==> src/rtl/oml_pkg.sv <==
`default_nettype none
// ----------------------------------------------------------------------------
// oml_pkg: shared types and codes for the ordered mission list
// request and result layouts, mode and status codes, cell control structs
// ----------------------------------------------------------------------------
package oml_pkg;

  // request modes
  localparam logic [1:0] MODE_APPEND  = 2'd0;
  localparam logic [1:0] MODE_PREPEND = 2'd1;
  localparam logic [1:0] MODE_INSERT  = 2'd2;
  localparam logic [1:0] MODE_REMOVE  = 2'd3;

  // result status codes
  localparam logic [2:0] ST_OK       = 3'd0;
  localparam logic [2:0] ST_FULL     = 3'd1;
  localparam logic [2:0] ST_BADPOS   = 3'd2;
  localparam logic [2:0] ST_EMPTY    = 3'd3;
  localparam logic [2:0] ST_NOTFOUND = 3'd4;

  typedef struct packed {
    logic [1:0]  mode;
    logic [15:0] mission_id;
    logic [31:0] distance;
    logic [4:0]  position;
  } in_t;

  typedef struct packed {
    logic [2:0]  status;
    logic [4:0]  count;
    logic        front_valid;
    logic [15:0] front_id;
    logic [31:0] front_distance;
  } out_t;

  typedef struct packed {
    logic [15:0] id;
    logic [31:0] distance;
  } entry_t;

  // broadcast to every cell
  typedef struct packed {
    logic        ins_en;     // an accepted add that succeeds
    logic        rem_en;     // an accepted remove that found its key
    logic        back_only;  // remove the back entry (front did not match)
    logic [15:0] key;
    entry_t      new_ent;
  } cell_ctl_t;

  // where a cell sits relative to the list
  typedef struct packed {
    logic occupied;   // below the entry count
    logic at_ins;     // this cell takes the new entry
    logic past_ins;   // this cell takes its front neighbor
    logic past_last;  // at or behind the back entry
  } cell_pos_t;

endpackage
`default_nettype wire

==> src/rtl/ordered_mission_list_unit.sv <==
`default_nettype none
// ----------------------------------------------------------------------------
// ordered_mission_list_unit: bounded ordered list of (id, distance) entries
// append, prepend, insert at position and remove by id over a row of cells
// ----------------------------------------------------------------------------
// usage
//   in_valid / in_stall / in_data carry one request: a mode, an id, a
//   distance and a 1-based position (insert only)
//   out_valid / out_stall / out_data carry one result per request: status,
//   entry count after the request and the front entry
//   a request is taken at a clock edge with valid high and stall low
// latency and throughput
//   the result is registered and shows in the cycle after the request is taken
//   one request per cycle unless stalled: the whole list shifts in one step,
//   each cell loads from itself, a neighbor or the new entry in the same edge
//   the remove search is a match flag rippling down the row of cells
// stall
//   while a result waits under out_stall, in_stall is raised and the list
//   holds still
// reset
//   rst_n low clears the entry count and the result valid; the list reads
//   empty at once, entry storage needs no clearing
// ----------------------------------------------------------------------------
module ordered_mission_list_unit #(
  parameter int DEPTH = 16
) (
  input  wire logic           clk,
  input  wire logic           rst_n,
  input  wire logic           in_valid,
  output logic                in_stall,
  input  wire oml_pkg::in_t   in_data,
  output logic                out_valid,
  input  wire logic           out_stall,
  output oml_pkg::out_t       out_data
);

  // count width holds DEPTH itself; position math needs room for count+1
  localparam int CW = $clog2(DEPTH + 1);
  localparam int PW = ((CW > 5) ? CW : 5) + 1;

  logic [CW-1:0]   count_r, count_nxt;
  logic            out_valid_r;
  oml_pkg::out_t   out_r, out_nxt;

  logic            accept;
  logic            is_add, is_rem;
  logic            full, pos_bad, found, front_hit, back_hit;
  logic [PW-1:0]   ins_idx;
  logic [2:0]      status;
  logic            ok;
  logic [31:0]     count_wide;

  oml_pkg::cell_ctl_t ctl;
  oml_pkg::cell_pos_t cpos  [DEPTH];
  oml_pkg::entry_t    ent_q [DEPTH];
  oml_pkg::entry_t    ent_n [DEPTH];
  logic [DEPTH-1:0]   match;
  logic [DEPTH-1:0]   is_last;
  logic [DEPTH:0]     seen;

  // output register: stall the input only while a result is held back
  assign in_stall  = out_valid_r && out_stall;
  assign accept    = in_valid && !in_stall;
  assign out_valid = out_valid_r;
  assign out_data  = out_r;

  assign is_rem = (in_data.mode == oml_pkg::MODE_REMOVE);
  assign is_add = !is_rem;
  assign full   = (count_r == CW'(DEPTH));

  // slot that receives the new entry
  always_comb begin
    case (in_data.mode)
      oml_pkg::MODE_APPEND:  ins_idx = PW'(count_r);
      oml_pkg::MODE_PREPEND: ins_idx = '0;
      oml_pkg::MODE_INSERT:  ins_idx = PW'(in_data.position) - PW'(1);
      default:               ins_idx = '0;
    endcase
  end

  assign pos_bad = (in_data.mode == oml_pkg::MODE_INSERT) &&
                   ((in_data.position == 5'd0) ||
                    (PW'(in_data.position) > (PW'(count_r) + PW'(1))));

  // per-cell place in the list
  for (genvar k = 0; k < DEPTH; k++) begin : g_pos
    assign cpos[k].occupied  = (CW'(k) < count_r);
    assign cpos[k].at_ins    = (PW'(k) == ins_idx);
    assign cpos[k].past_ins  = (PW'(k) > ins_idx);
    assign cpos[k].past_last = ((CW'(k) + CW'(1)) >= count_r);
    assign is_last[k]        = ((CW'(k) + CW'(1)) == count_r);
  end

  // remove choice: front match, else back match, else first match
  assign found     = seen[DEPTH];
  assign front_hit = match[0];
  assign back_hit  = |(match & is_last);

  always_comb begin
    status = oml_pkg::ST_OK;
    if (is_rem) begin
      if (count_r == '0) begin
        status = oml_pkg::ST_EMPTY;
      end else if (!found) begin
        status = oml_pkg::ST_NOTFOUND;
      end
    end else if (pos_bad) begin
      status = oml_pkg::ST_BADPOS;
    end else if (full) begin
      status = oml_pkg::ST_FULL;
    end
  end

  assign ok = (status == oml_pkg::ST_OK);

  assign ctl.ins_en           = accept && is_add && ok;
  assign ctl.rem_en           = accept && is_rem && ok;
  assign ctl.back_only        = !front_hit && back_hit;
  assign ctl.key              = in_data.mission_id;
  assign ctl.new_ent.id       = in_data.mission_id;
  assign ctl.new_ent.distance = in_data.distance;

  // row of cells, the match flag ripples from front to back
  assign seen[0] = 1'b0;
  for (genvar k = 0; k < DEPTH; k++) begin : g_cell
    oml_pkg::entry_t left_w, right_w;
    if (k == 0) begin : g_first
      assign left_w = ctl.new_ent;
    end else begin : g_mid
      assign left_w = ent_q[k-1];
    end
    if (k == DEPTH - 1) begin : g_end
      assign right_w = ent_q[k];
    end else begin : g_inner
      assign right_w = ent_q[k+1];
    end
    oml_cell u_cell (
      .clk       (clk),
      .ctl       (ctl),
      .pos       (cpos[k]),
      .left_ent  (left_w),
      .right_ent (right_w),
      .seen_in   (seen[k]),
      .seen_out  (seen[k+1]),
      .match     (match[k]),
      .ent_q     (ent_q[k]),
      .ent_nxt   (ent_n[k])
    );
  end

  always_comb begin
    count_nxt = count_r;
    if (ctl.ins_en) begin
      count_nxt = count_r + CW'(1);
    end else if (ctl.rem_en) begin
      count_nxt = count_r - CW'(1);
    end
  end

  // result built from the list as it will be after this request
  assign count_wide = 32'(count_nxt);
  always_comb begin
    out_nxt.status         = status;
    out_nxt.count          = count_wide[4:0];
    out_nxt.front_valid    = (count_nxt != '0);
    out_nxt.front_id       = out_nxt.front_valid ? ent_n[0].id : 16'd0;
    out_nxt.front_distance = out_nxt.front_valid ? ent_n[0].distance : 32'd0;
  end

  always_ff @(posedge clk) begin
    if (!rst_n) begin
      count_r     <= '0;
      out_valid_r <= 1'b0;
    end else begin
      count_r <= count_nxt;
      if (accept) begin
        out_valid_r <= 1'b1;
      end else if (!out_stall) begin
        out_valid_r <= 1'b0;
      end
    end
  end

  always_ff @(posedge clk) begin
    if (accept) begin
      out_r <= out_nxt;
    end
  end

  // checks
  a_count_bound: assert property (@(posedge clk) disable iff (!rst_n)
    count_r <= CW'(DEPTH))
    else $error("entry count above depth");

  a_add_grows: assert property (@(posedge clk) disable iff (!rst_n)
    ctl.ins_en |=> (count_r == $past(count_r) + CW'(1)))
    else $error("successful add did not grow the list");

  a_rem_shrinks: assert property (@(posedge clk) disable iff (!rst_n)
    ctl.rem_en |=> (count_r == $past(count_r) - CW'(1)))
    else $error("successful remove did not shrink the list");

  a_front_flag: assert property (@(posedge clk) disable iff (!rst_n)
    out_valid_r |-> (out_r.front_valid == (count_r != '0)))
    else $error("front valid disagrees with entry count");

endmodule
`default_nettype wire

==> src/rtl/oml_cell.sv <==
`default_nettype none
// ----------------------------------------------------------------------------
// oml_cell: one slot of the ordered list
// holds one entry, compares its id with the remove key, shifts with neighbors
// ----------------------------------------------------------------------------
module oml_cell (
  input  wire logic               clk,
  input  wire oml_pkg::cell_ctl_t ctl,
  input  wire oml_pkg::cell_pos_t pos,
  input  wire oml_pkg::entry_t    left_ent,
  input  wire oml_pkg::entry_t    right_ent,
  input  wire logic               seen_in,
  output logic                    seen_out,
  output logic                    match,
  output oml_pkg::entry_t         ent_q,
  output oml_pkg::entry_t         ent_nxt
);

  oml_pkg::entry_t ent_r;

  assign match    = pos.occupied && (ent_r.id == ctl.key);
  assign seen_out = seen_in || match;
  assign ent_q    = ent_r;

  always_comb begin
    ent_nxt = ent_r;
    if (ctl.ins_en) begin
      if (pos.at_ins) begin
        ent_nxt = ctl.new_ent;
      end else if (pos.past_ins) begin
        ent_nxt = left_ent;
      end
    end else if (ctl.rem_en) begin
      // close the gap from the removed slot onward
      if (ctl.back_only ? pos.past_last : seen_out) begin
        ent_nxt = right_ent;
      end
    end
  end

  always_ff @(posedge clk) begin
    ent_r <= ent_nxt;
  end

endmodule
`default_nettype wire

==> config.mk <==
export PLATFORM = sky130hd
export DESIGN_NAME = ordered_mission_list_unit
export DESIGN_NICKNAME = d
export VERILOG_FILES = /design/src/rtl/oml_pkg.sv /design/src/rtl/ordered_mission_list_unit.sv /design/src/rtl/oml_cell.sv
export SDC_FILE = /design/constraint.sdc
export NUM_CORES = 2
export LEC_CHECK = 0
export ABC_CLOCK_PERIOD_IN_PS = 17000
export BUFFER_PORTS_ARGS = -buffer_cell sky130_fd_sc_hd__buf_2
export CORE_ASPECT_RATIO = 1.4
export CORE_UTILIZATION = 50
export CTS_CLUSTER_SIZE = 10
export DETAILED_ROUTE_END_ITERATION = 16
export PLACE_DENSITY = 0.66
export SLEW_MARGIN = 25
export SYNTH_ARGS = -nofsm -noshare
export SYNTH_HDL_FRONTEND = slang
export SYNTH_SLANG_ARGS = --single-unit
==> constraint.sdc <==
create_clock -name clk -period 17 [get_ports clk]
set_input_delay 0.85 -clock clk [delete_from_list [all_inputs] [get_ports clk]]
set_output_delay 0.85 -clock clk [all_outputs]
set_load 0.05 [all_outputs]
Yosys cells after proc, flatten, opt, wreduce, memory -nomap -nowiden. Cells that the tools add are included.

Bitwise logic cells: 1. Add/sub/neg operators: 4. Reductions and logical operators: 81. Equal/unequal tests: 65. Mux-type cells: 102. Magnitude comparators: 48.

Operators with widths (count): $mux 48 (77); $eq 16x16->1 (16); $eq 4x6->1 const A (8); $gt 4x6->1 const A (8); $ne 3x1->1 const B (14); $reduce_and 3->1 (14); $eq 4x5->1 const A (8); $ge 4x5->1 const A (8); $lt 4x5->1 const A (8); $reduce_bool 2->1 (16); $eq 3x6->1 const A (4); $gt 3x6->1 const A (4); $logic_and 1x1->1 (24); $eq 3x5->1 const A (4); $ge 3x5->1 const A (4); $lt 3x5->1 const A (4); $mux 1 (18); $and 16x16->16 (1); $logic_or 1x1->1 (16); $reduce_or 16->1 (1); $eq 2x6->1 const A (2); $gt 1x6->1 const A (2); $gt 2x6->1 const A (2); $pmux 6 s2 (1); 26 further kinds (37).

Input bits: 59. Bits in registers: 831. Logic and storage cells: 340. Output and inout port bits: 59.

Longest topological paths before layout.
Depth after elaboration: 25. Depth in mapped cells: 17. Mapped depth without buffers: 13.

Modules after synthesis. A second synthesis with hierarchy kept.

Cells, all modules: 6277. Area total of the unflattened synthesis: 57427.6 µm².

Modules (own cells, without submodules): oml_cell (area each 3348.2 µm², instances 16, cells each 366); ordered_mission_list_unit (area each 3856.2 µm², instances 1, cells each 421).

Worst setup path before layout. Ideal clock, no wire load.

Kind: input-to-reg. Start: in out_stall. End: reg g_cell[2].u_cell.ent_r, in the netlist g_cell[2].u_cell.ent_q[0] (enable). Arrival time: 8.638 ns. Setup time: 0.526 ns. Setup slack: 7.837 ns. Path buffers: 0. Stages: 7. Data required time: 16.474 ns. Cells stage by stage: and2_1 nor2b_1 and3_1 nand2_1 nor2_1 nand3_1 a211oi_1.

Word-level cells in the longest chain between the ends: 7. Elaborated cells between the ends (all ways): 11. Classes of those cells: 1 x eq/ne; 10 x reduce/logical.

Ends and longest elaborated chain: start, declared (line ordered_mission_list_unit.sv:33) `input wire logic out_stall,`; $logic_and 1x1->1 (*) (line ordered_mission_list_unit.sv:62) `assign in_stall = out_valid_r && out_stall;`; $logic_not 1->1 (*) (line ordered_mission_list_unit.sv:63) `assign accept = in_valid && !in_stall;`; $logic_and 1x1->1 (*) (line ordered_mission_list_unit.sv:63); via accept (line ordered_mission_list_unit.sv:45) `logic accept;`; $logic_and 1x1->1, on equally long branches (2 in series) (line ordered_mission_list_unit.sv:116, ordered_mission_list_unit.sv:117); $ne 3x1->1 (no line) or $reduce_bool 2->1 (tied branches); $reduce_and 3->1 (no line) (*); end signal, assigned (line oml_cell.sv:42) `ent_r <= ent_nxt;`; end, declared (line oml_cell.sv:19) `oml_pkg::entry_t ent_r;`.

Mark *: on every way through the listed nets, which the timed path passes. The rest lies on a longest branch. A chain may end at the register's enable or synchronous reset.

==> impl_metrics.tcl <==
set metrics [dict create \
    cts_tree "done" \
    wirelength_um 132000 \
    cts_root_buffer "clkbuf_16" \
    worstPathMaxFanout 217 \
    ant_nets 0 \
    dominantRegCellSynth "edfxtp_1" \
    average_instance_area_after_synthesis_um2 10.9 \
    r2r-end "g_cell[10].u_cell.ent_q[11]" \
    worstMarginPinSlew_ns 1.08 \
    post_route_drc 0 \
    final_util_pct 55.3 \
    synth-edff-count 777 \
    setup_viol 0 \
    regToRegStartpoint "count_r[1]" \
    drive_gt1_share_pct 10.4 \
    cts-buffers-inserted 94 \
    outcome "finished, final reports clean" \
    clock_sink_count 831 \
    p_leak_nw 16.4 \
    ys_types 80 \
    io-pin-count 118 \
    layout-area-overhead-vs-synth_pct 9.04 \
    fp.dieArea_um2 92800 \
    cts_post_setup_buffers_inserted 0 \
    synth.top_cells.by_area "edfxtp_1 51%, mux2i_1 15%, o21ai_0 7.5%, nand2_1 6.3%, xnor2_1 3.7%" \
    floorplan.die.height_um 360 \
    initial_utilization_pct 50.7 \
    fin_ws_ns 9.59 \
    timing_hold_violations_final 0 \
    clkTransAtPathRegs_ns 0.06 \
    multiInputGateArea_um2 20100 \
    fmax_mhz 135 \
    grt_pass1_vias 34000 \
    vdd.ir_drop.worst_uv 90.6 \
    fp.dieW_um 258 \
    hold_buffers 0 \
    wl_per_cell_um 24.6 \
    globalRouteMet2Util_pct 52.0 \
    setup_tns_ns 0 \
    dp.final_hpwl_um 84700 \
    detail_route.iter0.violations 2412 \
    floorplan.core_area_um2 90300 \
    seq_area_um2 24400 \
    power_density_nw_per_um2 141 \
    critical_path_required_ns 17.36 \
    cp-start-kind "register" \
    post_drt_via_cell_ratio 6.13 \
    htree_num_levels 3 \
    clock_period_minus_worst_slack_ns 7.41 \
    nNetsFinal 4192 \
    report.final.slew_viol_count 0 \
    post_cts.resized_instances 0 \
    power_mw 7.01 \
    syn_nets 4272 \
    clockBufferDepth 3 \
    grt_use_total_pct 28.2 \
    gp_congestion 0.911 \
    min-delay-path-class "input port to register" \
    critical_path_class "register to register" \
    worst_slew_margin_rel_pct 28.3 \
    r2r.worst_path.cells 15 \
    crit_start "count_r[1]" \
    first_pass_grt_wire_length_um 203000 \
    minimum_hold_slack_ns 0.401 \
    grt_max_degree 289 \
    worst_setup_path_endpoint "g_cell[10].u_cell.ent_q[11]" \
    worst_ep_arrival_time_ns 7.77 \
    synth_top_cell_by_area "edfxtp_1" \
    grt_overflow 0 \
    final.period_utilization_pct 43.6 \
    grt.met1_usage_pct 33.1 \
    detailedPlace.worstSlack_ns 9.84 \
    finalClockSkew_ns 0.0331 \
    synth-seq-cells 831 \
    detailroute.via_count 32900 \
    worstSetupEndpointType "register" \
    rsz0062_at_grt "no" \
    grt.busiest_layer "met2" \
    fp-row-count 130 \
    syn-cell-area_um2 45800 \
    number_of_antenna_violations_at_the_first_check_in_global_routing 10 \
    drt-pass1-iter-count 6 \
    synth_async_sr_flop_share_pct 0 \
    postSynthCellCount 4202 \
    reg_to_reg_slack_setup_ns 9.59 \
    port-buffer-count 117 \
    maxCapViolations 0 \
    worst_skew_pair.late_latency_ns 0.69 \
    met3_usage_pct 3.27 \
    num-fill-cells 7870 \
    yosys.area.top_type_share_pct 51.0 \
    yosysSeqAreaShare_pct 53.3 \
    yosysWarningCount 0 \
]
state kept, by name, summed over array words and instances (netlist names):
register,count
count_r,5
g_cell.u_cell.ent_q,768
out_data,57
out_valid,1
layer usage:
layer	share of wire (%)	up-vias	routed length (um)
met3	4.0	273	5280
met2	54	877	70700
li1	-	15100	-
met4	3.7	18	4820
met1	39	16600	51100
met5	0.074	-	97
critical path, cell delays in order (launching register included):
cell and delay [ns]:
dfxtp_1 0.67, ha_1 0.35, nand2_1 0.11, xnor2_1 0.14, ha_1 0.29, and4_1 0.18, a211oi_1 0.33, o311a_1 0.31
nor2_2 0.14, nand2_4 0.55, buf_4 0.88, buf_4 0.87, buf_12 0.34, buf_16 0.48, buf_4 0.82, o21ai_0 0.24
layout by cell type, fill, tap and decap left out, drive strengths merged, types with 17 or more instances in the layout:
cell type    n
buf        191
mux2        50
edfxtp     777
o21ai      682
a21oi       74
dfxtp       54
nand3       32
mux2i      685
clkbuf     138
nor2        57
inv         17
nor4        40
nor3        19
xnor2      193
xor2        73
nand4       60
nand3b      49
a22oi       50
nand2      771
power breakdown:
group          leakage, nW  internal [mW]  total (mW)  switching, mW
sequential            7.68           2.88        3.16          0.279
clock                 1.29           1.03        1.88          0.847
combinational         7.39          0.606        1.97           1.37
total                 16.4           4.52        7.01           2.49
synthesized netlist by cell type, types with 56 or more instances:
cell type,number
edfxtp_1,777
nand4_1,60
nand2_1,771
o21ai_0,682
buf_2,69
clkbuf_1,218
buf_1,57
a21oi_1,59
mux2i_1,685
xnor2_1,193
xor2_1,73
nor2_1,56
how the worst min path moves through the flow:
stage | startpoint | to | slack [ns] | depth (start not counted)
2_1_floorplan | g_cell[0].u_cell.ent_q[10] | g_cell[0].u_cell.ent_q[10] | 0.47 | 2
3_3_place_gp | g_cell[0].u_cell.ent_q[29] | g_cell[0].u_cell.ent_q[29] | 0.49 | 2
3_5_place_dp | g_cell[0].u_cell.ent_q[12] | g_cell[0].u_cell.ent_q[12] | 0.49 | 2
4_1_cts | in_valid | out_valid | 0.37 | 2
5_1_grt | in_valid | out_valid | 0.41 | 2
6_report | in_valid | out_valid | 0.40 | 2
kinds of logic (layout without fill, tap and decap cells):
kind of cell	Yosys count	count (layout)	synth area share, %
mux	735	735	16.2
buf+inv	382	355	3.59
simple gates	1108	1108	10.8
flops	831	831	53.3
compound gates	869	869	10.7
other cells	0	1	0
xor+xnor	266	266	5.09
fa+ha+maj	11	11	0.301
final cells by class:
cell class	instances	share of cell area, %
antenna	1	0.00501
multi-input combinational	2989	40.2
inverter	15	0.113
clock buffer	138	5.09
sequential	831	48.9
tap	1188	2.98
timing repair buffer	191	2.41
clock inverter	11	0.321
through the flow:
step                      instances  instance area [um2]
after global placement         5212                47200
after CTS                      5362                49900
after global routing           5364                49900
final                          5364                49900
after detailed placement       5213                47200
after floorplan                4202                45800
No activity file was read; power rests on OpenSTA's default activity.
